==> src/hw/rtl/json_string_unescaper_unit_defines.svh <==
// Assertion helpers for the JSON string unescaper.
`ifndef JSON_STRING_UNESCAPER_UNIT_DEFINES_SVH
`define JSON_STRING_UNESCAPER_UNIT_DEFINES_SVH

// Same-cycle implication, checked only out of reset.
`define JSU_ASSERT_NOW(label, clk, rst_n, ante, cons) \
    label: assert property (@(posedge clk) disable iff (!(rst_n)) (ante) |-> (cons)) \
        else $error("assertion failed");

// Next-cycle implication, checked only out of reset.
`define JSU_ASSERT_NEXT(label, clk, rst_n, ante, cons) \
    label: assert property (@(posedge clk) disable iff (!(rst_n)) (ante) |=> (cons)) \
        else $error("assertion failed");

`endif

==> src/hw/rtl/jsu_pkg.sv <==
`timescale 1ns / 1ps

package jsu_pkg;

    localparam int UNIT_W = 21;
    localparam int MAX_RES = 3;

    typedef enum logic [3:0] {
        PH_PLAIN   = 4'd0,
        PH_ESC     = 4'd1,
        PH_HEX1    = 4'd2,
        PH_HEX2    = 4'd3,
        PH_HEX3    = 4'd4,
        PH_HEX4    = 4'd5,
        PH_WANT_BS = 4'd6,
        PH_WANT_U  = 4'd7,
        PH_LO1     = 4'd8,
        PH_LO2     = 4'd9,
        PH_LO3     = 4'd10,
        PH_LO4     = 4'd11
    } t_phase;

    typedef enum logic [1:0] {
        KIND_CHAR = 2'd0,
        KIND_OK   = 2'd1,
        KIND_ERR  = 2'd2
    } t_kind;

    localparam logic [UNIT_W-1:0] C_SPACE     = 21'h00020;
    localparam logic [UNIT_W-1:0] C_QUOTE     = 21'h00022;
    localparam logic [UNIT_W-1:0] C_SLASH     = 21'h0002F;
    localparam logic [UNIT_W-1:0] C_BACKSLASH = 21'h0005C;
    localparam logic [UNIT_W-1:0] C_LTR_B     = 21'h00062;
    localparam logic [UNIT_W-1:0] C_LTR_F     = 21'h00066;
    localparam logic [UNIT_W-1:0] C_LTR_N     = 21'h0006E;
    localparam logic [UNIT_W-1:0] C_LTR_R     = 21'h00072;
    localparam logic [UNIT_W-1:0] C_LTR_T     = 21'h00074;
    localparam logic [UNIT_W-1:0] C_LTR_U     = 21'h00075;
    localparam logic [UNIT_W-1:0] C_BS_CHAR   = 21'h00008;
    localparam logic [UNIT_W-1:0] C_FF_CHAR   = 21'h0000C;
    localparam logic [UNIT_W-1:0] C_LF_CHAR   = 21'h0000A;
    localparam logic [UNIT_W-1:0] C_CR_CHAR   = 21'h0000D;
    localparam logic [UNIT_W-1:0] C_TAB_CHAR  = 21'h00009;
    localparam logic [UNIT_W-1:0] C_SUPP_BASE = 21'h10000;
    localparam logic [15:0]       C_HI_MIN    = 16'hD800;
    localparam logic [15:0]       C_HI_MAX    = 16'hDBFF;
    localparam logic [15:0]       C_LO_MIN    = 16'hDC00;
    localparam logic [15:0]       C_LO_MAX    = 16'hDFFF;
    localparam logic [5:0]        C_HI_TAG    = 6'b110110;
    localparam logic [5:0]        C_LO_TAG    = 6'b110111;

    typedef struct packed {
        t_phase      phase;
        logic [15:0] acc;
        logic [9:0]  hi;
        logic        failed;
    } t_state;

    // Results caused by one request, slot 0 first.
    typedef struct packed {
        logic [1:0]                       cnt;
        logic [MAX_RES-1:0][UNIT_W-1:0]   units;
        logic [MAX_RES-1:0][1:0]          kinds;
    } t_bundle;

    // {valid, value}
    function automatic logic [4:0] hex_digit(input logic [UNIT_W-1:0] c);
        logic [4:0] r;
        r = 5'd0;
        if (c >= 21'h30 && c <= 21'h39) begin
            r = {1'b1, c[3:0]};
        end else if ((c >= 21'h61 && c <= 21'h66) || (c >= 21'h41 && c <= 21'h46)) begin
            r = {1'b1, 4'(c[3:0] + 4'd9)};
        end
        return r;
    endfunction

endpackage

==> src/hw/rtl/jsu_decode.sv <==
`timescale 1ns / 1ps

module jsu_decode import jsu_pkg::*; (
    input  t_state             i_state,
    input  logic               i_narrow,
    input  logic [UNIT_W-1:0]  i_unit,
    input  logic               i_eos,
    output t_state             o_next,
    output t_bundle            o_bundle
);

    logic [4:0]  w_hex;
    logic [15:0] w_acc_new;

    assign w_hex     = hex_digit(i_unit);
    assign w_acc_new = {i_state.acc[11:0], w_hex[3:0]};

    always_comb begin
        logic        err;
        logic [1:0]  cnt;
        t_state      nx;
        t_bundle     b;
        err = 1'b0;
        cnt = 2'd0;
        nx  = i_state;
        b   = '0;

        if (i_state.failed) begin
            if (i_eos) begin
                nx = '0;
            end
        end else begin
            case (i_state.phase)
                PH_ESC: begin
                    nx.phase = PH_PLAIN;
                    case (i_unit)
                        C_QUOTE, C_BACKSLASH, C_SLASH: begin
                            b.units[cnt] = i_unit; cnt = cnt + 2'd1;
                        end
                        C_LTR_B: begin b.units[cnt] = C_BS_CHAR;  cnt = cnt + 2'd1; end
                        C_LTR_F: begin b.units[cnt] = C_FF_CHAR;  cnt = cnt + 2'd1; end
                        C_LTR_N: begin b.units[cnt] = C_LF_CHAR;  cnt = cnt + 2'd1; end
                        C_LTR_R: begin b.units[cnt] = C_CR_CHAR;  cnt = cnt + 2'd1; end
                        C_LTR_T: begin b.units[cnt] = C_TAB_CHAR; cnt = cnt + 2'd1; end
                        C_LTR_U: begin
                            nx.phase = PH_HEX1;
                            nx.acc   = 16'd0;
                        end
                        default: err = 1'b1;
                    endcase
                end
                PH_HEX1, PH_HEX2, PH_HEX3, PH_HEX4: begin
                    if (!w_hex[4]) begin
                        err = 1'b1;
                    end else begin
                        nx.acc = w_acc_new;
                        if (i_state.phase == PH_HEX4) begin
                            if (w_acc_new >= C_HI_MIN && w_acc_new <= C_HI_MAX) begin
                                nx.hi    = w_acc_new[9:0];
                                nx.phase = PH_WANT_BS;
                            end else if (w_acc_new >= C_LO_MIN && w_acc_new <= C_LO_MAX) begin
                                err = 1'b1;
                            end else begin
                                b.units[cnt] = {5'd0, w_acc_new};
                                cnt = cnt + 2'd1;
                                nx.phase = PH_PLAIN;
                            end
                        end else begin
                            nx.phase = t_phase'(i_state.phase + 4'd1);
                        end
                    end
                end
                PH_WANT_BS: begin
                    if (i_unit == C_BACKSLASH) nx.phase = PH_WANT_U;
                    else err = 1'b1;
                end
                PH_WANT_U: begin
                    if (i_unit == C_LTR_U) begin
                        nx.phase = PH_LO1;
                        nx.acc   = 16'd0;
                    end else begin
                        err = 1'b1;
                    end
                end
                PH_LO1, PH_LO2, PH_LO3, PH_LO4: begin
                    if (!w_hex[4]) begin
                        err = 1'b1;
                    end else begin
                        nx.acc = w_acc_new;
                        if (i_state.phase == PH_LO4) begin
                            if (w_acc_new < C_LO_MIN || w_acc_new > C_LO_MAX) begin
                                err = 1'b1;
                            end else begin
                                if (i_narrow) begin
                                    b.units[cnt] = {5'd0, C_HI_TAG, i_state.hi};
                                    cnt = cnt + 2'd1;
                                    b.units[cnt] = {5'd0, C_LO_TAG, w_acc_new[9:0]};
                                    cnt = cnt + 2'd1;
                                end else begin
                                    b.units[cnt] = C_SUPP_BASE
                                        + {1'b0, i_state.hi, w_acc_new[9:0]};
                                    cnt = cnt + 2'd1;
                                end
                                nx.phase = PH_PLAIN;
                            end
                        end else begin
                            nx.phase = t_phase'(i_state.phase + 4'd1);
                        end
                    end
                end
                default: begin
                    // plain text; unused codes land here too
                    nx.phase = PH_PLAIN;
                    if (i_unit < C_SPACE) begin
                        err = 1'b1;
                    end else if (i_unit == C_BACKSLASH) begin
                        nx.phase = PH_ESC;
                    end else begin
                        b.units[cnt] = i_unit;
                        cnt = cnt + 2'd1;
                    end
                end
            endcase

            // string cut off inside an escape
            if (!err && i_eos && nx.phase != PH_PLAIN) err = 1'b1;

            if (err) begin
                b.units[cnt] = '0;
                b.kinds[cnt] = KIND_ERR;
                cnt = cnt + 2'd1;
                if (i_eos) nx = '0;
                else nx.failed = 1'b1;
            end else if (i_eos) begin
                b.units[cnt] = '0;
                b.kinds[cnt] = KIND_OK;
                cnt = cnt + 2'd1;
                nx = '0;
            end
        end

        b.cnt    = cnt;
        o_next   = nx;
        o_bundle = b;
    end

endmodule

==> src/hw/rtl/jsu_out_buf.sv <==
`timescale 1ns / 1ps

module jsu_out_buf import jsu_pkg::*; (
    input  logic               i_clk,
    input  logic               i_rst_n,
    input  logic               i_load,
    input  t_bundle            i_bundle,
    output logic               o_can_load,
    output logic               o_valid,
    input  logic               i_ready,
    output logic [UNIT_W-1:0]  o_unit,
    output logic [1:0]         o_kind,
    output logic               o_last
);

    logic    r_valid;
    logic    n_valid;
    logic [1:0] r_sel;
    logic [1:0] n_sel;
    t_bundle r_bundle;
    logic    w_fire;

    assign o_valid    = r_valid;
    assign o_unit     = r_bundle.units[r_sel];
    assign o_kind     = r_bundle.kinds[r_sel];
    assign o_last     = (r_sel == r_bundle.cnt - 2'd1);
    assign w_fire     = r_valid && i_ready;
    assign o_can_load = !r_valid || (w_fire && o_last);

    always_comb begin
        n_valid = r_valid;
        n_sel   = r_sel;
        if (i_load) begin
            n_valid = 1'b1;
            n_sel   = 2'd0;
        end else if (w_fire && o_last) begin
            n_valid = 1'b0;
            n_sel   = 2'd0;
        end else if (w_fire) begin
            n_sel = r_sel + 2'd1;
        end
    end

    always_ff @(posedge i_clk) begin
        if (!i_rst_n) begin
            r_valid <= 1'b0;
            r_sel   <= 2'd0;
        end else begin
            r_valid <= n_valid;
            r_sel   <= n_sel;
        end
    end

    always_ff @(posedge i_clk) begin
        if (i_load) r_bundle <= i_bundle;
    end

endmodule

==> src/hw/rtl/json_string_unescaper_unit.sv <==
`timescale 1ns / 1ps
//  Channel   Direction  Handshake          Payload
//  input     in         i_valid/o_ready    i_code_unit, i_end_of_string
//  result    out        o_valid/i_ready    o_out_unit, o_out_kind, o_run_last
//  config    in         i_cfg_we           i_cfg_wdata (narrow_units)
//
//  One request per cycle while i_ready is high and each request yields at most
//  one result; one with several results (up to 3) holds the single result port
//  until all are sent. Requests pass the input register, then the result buffer.
//  Reset is synchronous, active low; it clears the decode state and narrow mode.
//  A stalled result port backs up into the input register, then o_ready drops.

module json_string_unescaper_unit import jsu_pkg::*; (
    input  logic               i_clk,
    input  logic               i_rst_n,
    input  logic               i_valid,
    output logic               o_ready,
    input  logic [UNIT_W-1:0]  i_code_unit,
    input  logic               i_end_of_string,
    output logic               o_valid,
    input  logic               i_ready,
    output logic [UNIT_W-1:0]  o_out_unit,
    output logic [1:0]         o_out_kind,
    output logic               o_run_last,
    input  logic               i_cfg_we,
    input  logic               i_cfg_wdata
);

`include "json_string_unescaper_unit_defines.svh"

    // input register
    logic              r_in_valid;
    logic [UNIT_W-1:0] r_in_unit;
    logic              r_in_eos;

    // per-string decode state and mode register
    t_state            r_state;
    logic              r_narrow;

    t_state            w_next;
    t_bundle           w_bundle;
    logic              w_can_load;
    logic              w_advance;
    logic              w_load;

    // A request with no results (inside a failed string, or a partial escape)
    // retires without needing the result buffer.
    assign w_advance = r_in_valid && ((w_bundle.cnt == 2'd0) || w_can_load);
    assign w_load    = w_advance && (w_bundle.cnt != 2'd0);
    assign o_ready   = !r_in_valid || w_advance;

    always_ff @(posedge i_clk) begin
        if (!i_rst_n) begin
            r_in_valid <= 1'b0;
        end else if (i_valid && o_ready) begin
            r_in_valid <= 1'b1;
        end else if (w_advance) begin
            r_in_valid <= 1'b0;
        end
    end

    always_ff @(posedge i_clk) begin
        if (i_valid && o_ready) begin
            r_in_unit <= i_code_unit;
            r_in_eos  <= i_end_of_string;
        end
    end

    // state moves only when the request in the input register retires
    always_ff @(posedge i_clk) begin
        if (!i_rst_n) begin
            r_state <= '0;
        end else if (w_advance) begin
            r_state <= w_next;
        end
    end

    always_ff @(posedge i_clk) begin
        if (!i_rst_n) begin
            r_narrow <= 1'b0;
        end else if (i_cfg_we) begin
            r_narrow <= i_cfg_wdata;
        end
    end

    jsu_decode u_decode (
        .i_state  (r_state),
        .i_narrow (r_narrow),
        .i_unit   (r_in_unit),
        .i_eos    (r_in_eos),
        .o_next   (w_next),
        .o_bundle (w_bundle)
    );

    // result buffer: holds one request's results, sends one per cycle while i_ready is high
    jsu_out_buf u_out_buf (
        .i_clk      (i_clk),
        .i_rst_n    (i_rst_n),
        .i_load     (w_load),
        .i_bundle   (w_bundle),
        .o_can_load (w_can_load),
        .o_valid    (o_valid),
        .i_ready    (i_ready),
        .o_unit     (o_out_unit),
        .o_kind     (o_out_kind),
        .o_last     (o_run_last)
    );

    // status results always close the request's results
    `JSU_ASSERT_NOW(a_status_is_last, i_clk, i_rst_n, o_valid && (o_out_kind != KIND_CHAR), o_run_last)
    // a failed string stays silent
    `JSU_ASSERT_NOW(a_failed_silent, i_clk, i_rst_n, r_in_valid && r_state.failed, w_bundle.cnt == 2'd0)
    // every string end returns to a clean state
    `JSU_ASSERT_NEXT(a_eos_clears, i_clk, i_rst_n, w_advance && r_in_eos, (r_state.phase == PH_PLAIN) && !r_state.failed)

endmodule
==> config.mk <==
export PLATFORM = sky130hd
export DESIGN_NAME = json_string_unescaper_unit
export DESIGN_NICKNAME = d
export VERILOG_FILES = /design/src/hw/rtl/jsu_pkg.sv /design/src/hw/rtl/jsu_decode.sv /design/src/hw/rtl/jsu_out_buf.sv /design/src/hw/rtl/json_string_unescaper_unit.sv
export VERILOG_INCLUDE_DIRS = /design/src /design/src/hw/rtl
export SDC_FILE = /design/constraint.sdc
export NUM_CORES = 1
export LEC_CHECK = 0
export ABC_AREA = 1
export BUFFER_PORTS_ARGS = -buffer_cell sky130_fd_sc_hd__buf_4
export CORE_MARGIN = 2
export CORE_UTILIZATION = 50
export CTS_BUF_LIST = sky130_fd_sc_hd__clkbuf_16
export DETAILED_ROUTE_END_ITERATION = 16
export GPL_TIMING_DRIVEN = 1
export HOLD_SLACK_MARGIN = 0.06
export PLACE_DENSITY_LB_ADDON = 0.05
export SKIP_LAST_GASP = 1
export SLEW_MARGIN = 30
export SYNTH_ARGS = -nofsm -noshare
export SYNTH_HDL_FRONTEND = slang
export SYNTH_SLANG_ARGS = --single-unit
==> constraint.sdc <==
create_clock -name i_clk -period 8.1 [get_ports i_clk]
set_clock_uncertainty 0.1 [all_clocks]
set_input_delay 0.405 -clock i_clk [delete_from_list [all_inputs] [get_ports i_clk]]
set_output_delay 0.405 -clock i_clk [all_outputs]
set_load 0.02 [all_outputs]
* Word level (Yosys, flattened, before mapping)
Index checks and enable logic that the tools add are counted.
Cells by class: equality and inequality tests 22, divide/modulo/power cells 0, bitwise gates (word level) 4, order comparisons 16, $add $sub $neg 6, $mul 0, shifts and indexed selects 0, reduce and logical (&&, ||, !) cells 35, muxes and demuxes 87
Operator list (number):
- two-way mux 21 bit | 11
- == test 21 x 7 -> 1 bit (second input constant) | 7
- two-way mux 69 bit | 2
- two-way mux 42 bit | 3
- one-hot mux 21 bit (6 select lines) | 1
- two-way mux 31 bit | 4
- one-hot mux 21 bit (4 select lines) | 1
- one-hot mux 16 bit (4 select lines) | 1
- AND 42 x 63 -> 63 bit | 1
- inverter 63 bit | 1
- two-way mux 30 bit | 2
- binary-select mux 21 bit (select 2 bit) | 1
- demux 21 bit (select 2 bit) | 1
- == test 21 x 6 -> 1 bit (second input constant) | 2
- >= comparator 21 x 7 -> 1 bit (second input constant) | 2
- less-or-equal comparator 21 x 7 -> 1 bit (second input constant) | 2
- two-way mux 20 bit | 2
- >= comparator 16 bit (second input constant) | 2
- less-or-equal comparator 16 bit (second input constant) | 2
- two-way mux 16 bit | 2
- two-way mux 4 bit | 8
- two-way mux 10 bit | 3
- two-way mux 2 bit | 14
- two-way mux 1 bit | 23
- 38 further kinds | 72
Storage, ports and cells: memories 0, bits in writable memories 0, bits in registers 129, latch bits 0, bits of input ports 28, output and inout port bits 26, word-level logic and storage cells 190, ROM bits 0

* Logic depth before layout (Yosys ltp)
Gate-level depths: netlist of the first run.
word-level depth 26, mapped depth 23, mapped depth without buffers 23

* By module
From an unflattened synthesis of the first run, not the netlist that was laid out.
Unflattened totals: cells, all modules 1175, area total of the unflattened synthesis 8752.1 um^2
By module, submodules not included:
- jsu_decode | area each 3792.4 um^2, instances 1, sequential area each 0.0 um^2, cells each 731
- jsu_out_buf | area each 2817.7 um^2, instances 1, sequential area each 2192.1 um^2, cells each 206
- json_string_unescaper_unit | area each 2142.1 um^2, instances 1, sequential area each 1321.3 um^2, cells each 238

* Worst setup path before layout of the first run
No wires, ideal clock.
path kind register to register, start point register r_in_unit[1], end point register u_out_buf.r_bundle[0] in the netlist's numbering (enable), clock period less this slack 3.877 ns, buffers on the path 1, stages on the path, launching flop included 22, required time 7.605 ns, setup time 0.395 ns, arrival 3.383 ns, path slack 4.223 ns, cells stage by stage edfxtp_1 > inv_1 > ha_1 > inv_1 > nor2_1 > nand3_1 > nand2_1 > nand2_2 > nand3_1 > nand3_1 > nor2_1 > inv_1 > clkbuf_1 > ha_1 > nand2_1 > nand3_2 > nand2_2 > nand2_4 > nand2_1 > inv_2 > nand2_1 > inv_1
On the way: cells in the longest elaborated chain, start to end 24, elaborated cells on any way between the ends 88, those cells by class 2 x add/sub; 13 x order compare; 9 x eq/ne; 46 x mux; 18 x reduce/logical
RTL lines:
- start: declaration | RTL line json_string_unescaper_unit.sv:33 | logic [UNIT_W-1:0] r_in_unit;
- start signal: assignment | RTL line json_string_unescaper_unit.sv:64 | r_in_unit <= i_code_unit;
- >= comparator 21 x 7 -> 1 bit / less-or-equal comparator 21 x 7 -> 1 bit (equally long branches) | RTL line jsu_pkg.sv:72 | end else if ((c >= 21'h61 && c <= 21'h66) || (c >= 21'h41 && c <= 21'h46)) begin
- logical AND 1 bit | RTL line jsu_pkg.sv:72
- logical OR 1 bit | RTL line jsu_pkg.sv:72
- two-way mux 5 bit | RTL line jsu_pkg.sv:72
- two-way mux 5 bit | RTL line jsu_pkg.sv:70 | if (c >= 21'h30 && c <= 21'h39) begin
- >= comparator 16 bit / less-or-equal comparator 16 bit (equally long branches) | RTL line jsu_decode.sv:61 | end else if (w_acc_new >= C_LO_MIN && w_acc_new <= C_LO_MAX) begin
- logical AND 1 bit | RTL line jsu_decode.sv:61
- two-way mux 1 bit | RTL line jsu_decode.sv:61
- [9 not listed]
- two-way mux 1 bit | RTL line jsu_decode.sv:28 | if (i_state.failed) begin
- two-way mux 2 bit (*) | RTL line jsu_decode.sv:128 | if (err) begin
- two-way mux 2 bit (*) | RTL line jsu_decode.sv:28
- zero test 2 bit | RTL line json_string_unescaper_unit.sv:48 | assign w_advance = r_in_valid && ((w_bundle.cnt == 2'd0) || w_can_load);
- logical OR 1 bit | RTL line json_string_unescaper_unit.sv:48
- logical AND 1 bit | RTL line json_string_unescaper_unit.sv:48
- logical AND 1 bit (*) | RTL line json_string_unescaper_unit.sv:49 | assign w_load = w_advance && (w_bundle.cnt != 2'd0);
- named net u_out_buf.i_load | RTL line jsu_out_buf.sv:6 | input logic i_load,
- end signal: assignment | RTL line jsu_out_buf.sv:55 | if (i_load) r_bundle <= i_bundle;
- end: declaration | RTL line jsu_out_buf.sv:20 | t_bundle r_bundle;
Mark *: on every way through the listed nets, which the timed path passes. The rest lies on a longest branch. The select of a mux whose other input is x is not followed. A chain may end at the register's enable or synchronous reset.

* Worst setup path after layout of the first run
start point register r_in_unit[1], end point register r_state[5] in the netlist's numbering
On the way: cells in the longest elaborated chain, start to end 24, elaborated cells on any way between the ends 94, those cells by class 2 x add/sub; 13 x order compare; 9 x eq/ne; 53 x mux; 17 x reduce/logical
RTL lines:
- >= comparator 21 x 7 -> 1 bit / less-or-equal comparator 21 x 7 -> 1 bit (equally long branches) | RTL line jsu_pkg.sv:72
- logical AND 1 bit | RTL line jsu_pkg.sv:72
- logical OR 1 bit | RTL line jsu_pkg.sv:72
- two-way mux 5 bit | RTL line jsu_pkg.sv:72
- two-way mux 5 bit | RTL line jsu_pkg.sv:70
- >= comparator 16 bit / less-or-equal comparator 16 bit (equally long branches) | RTL line jsu_decode.sv:61
- logical AND 1 bit | RTL line jsu_decode.sv:61
- two-way mux 1 bit | RTL line jsu_decode.sv:61
- [8 not listed]
- two-way mux 1 bit | RTL line jsu_decode.sv:126 | if (!err && i_eos && nx.phase != PH_PLAIN) err = 1'b1;
- two-way mux 1 bit | RTL line jsu_decode.sv:28
- two-way mux 2 bit | RTL line jsu_decode.sv:128
- two-way mux 2 bit | RTL line jsu_decode.sv:28
- zero test 2 bit | RTL line json_string_unescaper_unit.sv:48
- logical OR 1 bit | RTL line json_string_unescaper_unit.sv:48
- logical AND 1 bit | RTL line json_string_unescaper_unit.sv:48
- AND reduction 2 bit (no line)
- end signal: assignment | RTL line json_string_unescaper_unit.sv:74 | r_state <= w_next;
- end: declaration | RTL line json_string_unescaper_unit.sv:37 | t_state r_state;
Several ways; a longest one is shown, not always the timed one. The select of a mux whose other input is x is not followed.

==> out/results.txt, run 1 <==
mux share of post-synthesis cell area: 0.166%
post-route clock period utilization: 55.0%
TritonRoute pass-1 iters: 5
CTS buffer count: 9
M1 GR Usage: 38.7%
Die Height: 114 um
Clock Tree Buf Depth: 2
outcome: completed
area delta synth->final: 12.4%
CTS sink cnt: 94
# setup viols final: 0
Antenna Nets Post-Route: 0
asr flop ratio synth: 0%
synthesized cell area: 6020 um2
Cell Rows: 40
Fin Setup TNS: 0 ps
total gr overflow: 0
Slew headroom: 36.7%
Worst Hold Class: primary input to flip-flop
Die Wd: 114 um
initial antenna violation count: 0
final worst path period need: 4450 ps
vias per cell: 5.49
GPL Wtd Cong: 0.995
share of layout cells above drive strength 1: 12.8%
measured slew at the worst slew-check pin: 949 ps
Vias: 5602
top cell type's share of synthesized area: 30.9%
register area share after synthesis: 41.5%
crit path DAT: 4590 ps
max-cap violations: 0
Die ar.: 12900 um2
Simple-Gate Fraction of Synth Area: 32.4%
largest family of logic cells by synthesized area: simple AND/OR/NAND/NOR gates
Net Count, Synth: 869
post-synthesis adder-cell area fraction: 2.49%
cts repair resizes: 0
DR WL/cell: 16.7 um
Clock transition at path regs: 70 ps
root buffer cell: clkbuf_16
post-synth cell types: 52
global route hottest layer: met2
Buffers on Ports: 53
synth warn: 0
worst-path fanout max: 20
Total GRT Usage: 27.6%
CTS tree: yes
vias in the first global route: 5263
met3 GRT Util: 3.56%
cts hold-fix bufs: 0
Syn Inst Count: 829
Compound-Gate Fraction of Synth Area: 12.9%
P per Cell Area: 156 nW/um2
synthesized flop and latch total: 94
Worst setup EP type: flip-flop
Slew Viols, Final: 0
VDD IR-drop max: 0.0859 mV
Synth area leaders: edfxtp_1, nand2_1, dfxtp_1
ANT cells: 0
mean area per synthesized cell: 7.27 um2
number of enable flip-flop cells after synthesis: 62
RSZ-0062 raised after global routing: false
starting DRC count in detailed routing: 425
Routed WL: 17.1 mm
max frequency: 0.225 GHz
WS Path Type: flip-flop to flip-flop
io pins: 54
CTS H-tree depth: 3
Post-CTS Setup Repair Bufs: 0
leakage power: 2.94 nW
largest net degree at the start of global routing: 41
CP startpoint kind: flip-flop
initial core utilization: 50.8%
Final Hold Fails: 0
xor and xnor area share after synthesis: 1.16%
Worst-Skew Late Latency: 350 ps
Total Power: 0.00106 W
HPWL after DPL: 13.2 mm
first-pass GRT wire length: 27.4 mm
met2 usage: 44.4%
number of remaining DRC errors: 0
core area: 11900 um2
Final nets: 909
Most used DFF post-synth: edfxtp_1
WP data required: 8240 ps
post-synth top area cell: edfxtp_1
area by class of cell:
type                    instances  area [um2]
multi-input cells             591        2960
fillers                      1138        5090
well taps                     147         184
clock buffers                   9         225
clock inverters                 7        40.0
inverters                     117         439
repair buffers                 56         420
flip-flops and latches         94        2500
metrics by stage:
| stage | std cells | instance area [um2] | setup slack (ps) | hold WS [ps] | utilization (%) |
|---|---|---|---|---|---|
| 2_1_floorplan | 829 | 6020 | 4220 | 391 | - |
| 3_3_place_gp | 1005 | 6510 | 3870 | 399 | 54.9 |
| 3_5_place_dp | 1005 | 6510 | 3720 | 421 | 54.9 |
| 4_1_cts | 1021 | 6770 | 3670 | 119 | 57.1 |
| 5_1_grt | 1021 | 6770 | 3150 | 116 | 57.1 |
| 6_report | 1021 | 6770 | 3650 | 127 | 57.1 |
synthesized netlist by cell type, drive strengths merged (2+ instances only):
cell type    n
nor3        18
xnor2        2
a21oi       31
edfxtp      62
and2         2
a211oi       2
xor2         6
buf         10
inv        117
nor3b        2
o211ai      10
nor2       167
o32ai        2
nor4         2
o21ai       45
clkbuf      17
o21bai      16
nand2      185
o221ai       7
ha          12
nand4       12
nand3       54
o21a         3
dfxtp       32
cell usage in the layout (no fill, tap or decap), types with 3 or more instances in the layout:
cell       netlist  layout
nand2_1        176     176
nand4_1         10      10
nand2_2          8       8
o21ai_0         43      42
o221ai_1         7       7
nor2_1         153     153
o211ai_1        10      10
inv_1          108     109
o21ai_1          2       3
nor2_2          11      11
nand3_2          4       4
a21oi_1         30      30
buf_4            2      56
xor2_1           6       6
nor3_1          18      18
ha_1            12      12
dfxtp_1         32      32
nand3_1         49      49
edfxtp_1        62      62
nor2_4           3       3
inv_2            9       9
clkbuf_16        0       9
o21bai_1        14      14
o21a_1           3       3
critical path, stage by stage, from the launching register on:
cell and delay, ps:
edfxtp_1 460, inv_1 180, ha_1 220, inv_1 80, nor2_1 100, nand3_1 80
nand2_1 80, nand2_2 140, nand3_1 420, nand3_1 230, nor2_1 210, inv_1 250
ha_1 350, nand2_1 60, nand3_2 90, nand2_2 80, nand2_4 90, nand4_1 640
o21bai_1 400, nor2_1 70
cell families after synthesis:
kind of cell    after synthesis
fa+ha+maj                    12
mux                           1
xor+xnor                      8
compound gates              125
flops                        94
buf+inv                     144
simple gates                445
final timing paths:
kind                                  startpoint                        endpoint  cells past startpoint  slack, ps
hold reg to reg   u_out_buf.o_valid$_SDFFE_PN0P_  u_out_buf.o_valid$_SDFFE_PN0P_                      2        440
hold / removal                    i_code_unit[2]          r_in_unit[2]$_DFFE_PP_                      1        130
setup / recovery          r_in_unit[1]$_DFFE_PP_         r_state[5]$_SDFFE_PN0P_                     19       3650
setup reg to reg          r_in_unit[1]$_DFFE_PP_         r_state[5]$_SDFFE_PN0P_                     19       3650
per-layer routing:
metal	vias up	wire, um
met2	208	8020
li1	2789	-
met1	2586	7740
met5	-	0
met3	19	1040
met4	0	306
power breakdown:
group / internal [W] / leakage (nW) / switching [W] / total [W]
Combinational: 0.0000435 / 1.94 / 0.0000748 / 0.000118
Clock: 0.000205 / 0.128 / 0.000184 / 0.000390
Sequential: 0.000534 / 0.868 / 0.0000171 / 0.000551
flip-flops by register name, indices dropped and copies added (netlist names):
register / cells
u_out_buf.r_bundle: 40
r_state: 27
r_in_unit: 21
u_out_buf.r_sel: 2
r_in_eos: 1
r_in_valid: 1
r_narrow: 1
u_out_buf.o_valid: 1
Note: power is estimated with default switching activity, not from simulation.
==> inputs of run 2 (changes only) <==
==> constraint.sdc (replaced) <==
create_clock -name i_clk -period 3.8 [get_ports i_clk]
set_clock_uncertainty 0.1 [all_clocks]
set_input_delay 0.19 -clock i_clk [delete_from_list [all_inputs] [get_ports i_clk]]
set_output_delay 0.19 -clock i_clk [all_outputs]
set_load 0.02 [all_outputs]
==> run 2 against run 1 <==
Critical path depth is 3 higher. Utilization grew 4.0 points. Cell count rose by 4.6%.
==> out/results.txt, run 2 (synthesized netlist as in run 1, its figures left out) <==
CTS sink cnt: 94 (unchanged)
logic gate share of total power: 12.6% (+1.4 points)
Clock transition at path regs: 70 ps (about the same)
starting DRC count in detailed routing: 562 (+32%)
max frequency: 0.281 GHz (+25%)
initial core utilization: 50.8% (unchanged)
pre-CTS WS: 53.8 ps (-3660 ps)
share of layout cells above drive strength 1: 16.2% (+3.4 points)
Worst-Skew Late Latency: 350 ps (about the same)
Int Power: 0.00170 W (+120%)
cells along the critical path: buf_4 -> ha_1 -> inv_2 -> nor2_1 -> nand3_1 -> nand2_1 -> nand2_4 -> nand3_4 -> nand3_1 -> nand3_1 -> nand2_2 -> inv_2 -> ha_1 -> nand2_1 -> nand3_2 -> nand2_2 -> nand2_4 -> nand2_1 -> inv_2 -> nand2_2 -> clkinvlp_4 -> buf_12
Worst R2R End: u_out_buf.r_bundle[23]$_SDFFCE_PP0P_
io pins: 54 (unchanged)
Cell Rows: 40 (unchanged)
Buffers & Inverters on Critical Path: 6 (+3)
switching share of power: 26.3% (+0.25 points)
ANT cells: 0 (unchanged)
initial antenna violation count: 0 (unchanged)
Worst Hold Class: primary input to flip-flop
Antenna Nets Post-Route: 0 (unchanged)
Vias: 5843 (+4.3%)
leakage power: 3.17 nW (+7.7%)
Slew Viols, Final: 0 (unchanged)
Hold Slack: 103 ps (-24.0 ps)
net switching power: 0.000609 W (+120%)
setup slack after layout: 235 ps (-3410 ps)
Clock Tree Buf Depth: 2 (unchanged)
Total Power: 0.00231 W (+120%)
Total GRT Usage: 28.5% (+0.92 points)
CTS buffer count: 9 (unchanged)
Routed WL: 17.7 mm (+3.4%)
Die Wd: 114 um (unchanged)
Buffers on Ports: 53 (unchanged)
Setup crit start: r_in_unit[0]$_DFFE_PP_
vias per cell: 5.47 (-0.29%)
TritonRoute pass-1 iters: 6 (+1)
outcome: completed
core area: 11900 um2 (unchanged)
Largest regs: u_out_buf.r_bundle (40), r_state (27), r_in_unit (21)
area delta synth->final: 20.3%
P per Cell Area: 319 nW/um2 (+100%)
register-to-register path setup slack: 240 ps (-3410 ps)
most frequent cells in the layout: nand2_1, nor2_1, inv_1, buf_4, edfxtp_1
root buffer cell: clkbuf_16
dpl cell area: 6610 um2 (+1.6%)
most common cell after layout, fill and taps aside: nand2_1
post-route clock period utilization: 93.8% (+39 points)
GPL Wtd Cong: 1.06 (+7.0%)
CP Depth: 22 (+3)
largest net degree at the start of global routing: 41 (unchanged)
measured slew at the worst slew-check pin: 723 ps (-226 ps)
total gr overflow: 0 (unchanged)
Worst R2R Path Depth: 22 (+3)
CTS H-tree depth: 3 (unchanged)
HPWL after DPL: 13.4 mm (+1.9%)
Final nets: 956 (+5.2%)
vias in the first global route: 5540 (+5.3%)
hold path cells: 5 (+4)
Reg with most FFs: u_out_buf.r_bundle
Die Height: 114 um (unchanged)
worst-path fanout max: 40 (+100%)
max FFs per register: 40 (unchanged)
Crit path max-delay family: simple AND/OR/NAND/NOR gates
Setup crit end: u_out_buf.r_bundle[23]$_SDFFCE_PP0P_
Slew headroom: 51.8% (+15 points)
VDD IR-drop max: 0.214 mV (+150%)
slowest CP cell: edfxtp_1
final worst path period need: 3560 ps (-888 ps)
first-pass GRT wire length: 28.4 mm (+3.6%)
CTS tree: yes
R2R Path Start: r_in_unit[0]$_DFFE_PP_
Sequential Power Share: 50.6% (-1.4 points)
number of remaining DRC errors: 0 (unchanged)
Final Hold Fails: 0 (unchanged)
fin area: 7250 um2 (+7.0%)
WP data required: 3790 ps (-4450 ps)
CP max stage delay: 480 ps (-160 ps)
# setup viols final: 0 (unchanged)
clock power share: 36.8% (about the same)
CP startpoint kind: flip-flop
WS Path Type: flip-flop to flip-flop
Die ar.: 12900 um2 (unchanged)
DR WL/cell: 16.6 um (-1.2%)
Worst setup EP type: flip-flop
max-cap violations: 0 (unchanged)
crit path DAT: 3560 ps (-1030 ps)
[run 2: cell types whose count changed in the layout (fill, tap and decap cells not counted), moves of 3 or more]
| cell | change |
|---|---|
| dlygate4sd3_1 | +26 |
| buf_4 | +20 |
| inv_1 | -4 |
| nor2_1 | -4 |
| nor2_2 | +4 |
| inv_2 | +3 |
| nand2_1 | -3 |
[run 2: cell type report]
cell class | count | area, um2
fill | 1070 | 4610
multi-input combinational | 591 | 2990
sequential | 94 | 2500
timing repair buffer | 103 | 851
inverter | 117 | 443
clock buffer | 9 | 225
tap | 147 | 184
clock inverter | 7 | 50.0
[run 2: power groups by stage]
stage,sequential [W],clock [W],combinational [W]
floorplan,0.00118,0,0.000171
global placement,0.00119,0,0.000259
detailed placement,0.00119,0,0.000261
CTS,0.00117,0.000867,0.000284
global route,0.00118,0.000901,0.000321
finish,0.00117,0.000850,0.000291
[run 2: worst min path at each step]
| stage | from | end | slack, ps |
|---|---|---|---|
| final | i_ready | u_out_buf.r_sel[0]$_SDFFE_PP0P_ | 100 |
| after detailed placement | i_code_unit[3] | r_in_unit[3]$_DFFE_PP_ | 270 |
| after floorplan | i_end_of_string | r_in_eos$_DFFE_PP_ | 190 |
| after global placement | i_code_unit[7] | r_in_unit[7]$_DFFE_PP_ | 270 |
| after CTS | i_ready | u_out_buf.r_sel[0]$_SDFFE_PP0P_ | 100 |
| after global routing | i_ready | u_out_buf.r_sel[0]$_SDFFE_PP0P_ | 130 |
[run 2: repair_timing]
action,4_1_cts,5_1_grt
hold buffers,26,0
buffers inserted,0,9
endpoints found under the setup margin,0,90
hold endpoints to repair,31,0
gates resized for setup,0,15
[run 2: metrics by stage]
stage / cells / setup TNS, ps / utilization, %
2_1_floorplan: 829 / 0 / -
3_3_place_gp: 1017 / 0 / 55.7
3_5_place_dp: 1017 / 0 / 55.7
4_1_cts: 1059 / 0 / 60.3
5_1_grt: 1068 / -201 / 61.1
6_report: 1068 / 0 / 61.1
[run 2: tightest hold or removal path, stage by stage]
cell	delay (ps)
buf_4	70
nand2_1	60
nand2_1	60
nand2_1	50
nor2_1	90
[run 2: routing by layer]
metal	up-vias	wire length, um	global-route usage (%)
met5	-	0	0
met4	0	619	11.4
met3	45	1240	4.99
met2	265	8080	44.9
met1	2655	7740	39.2
li1	2878	-	-
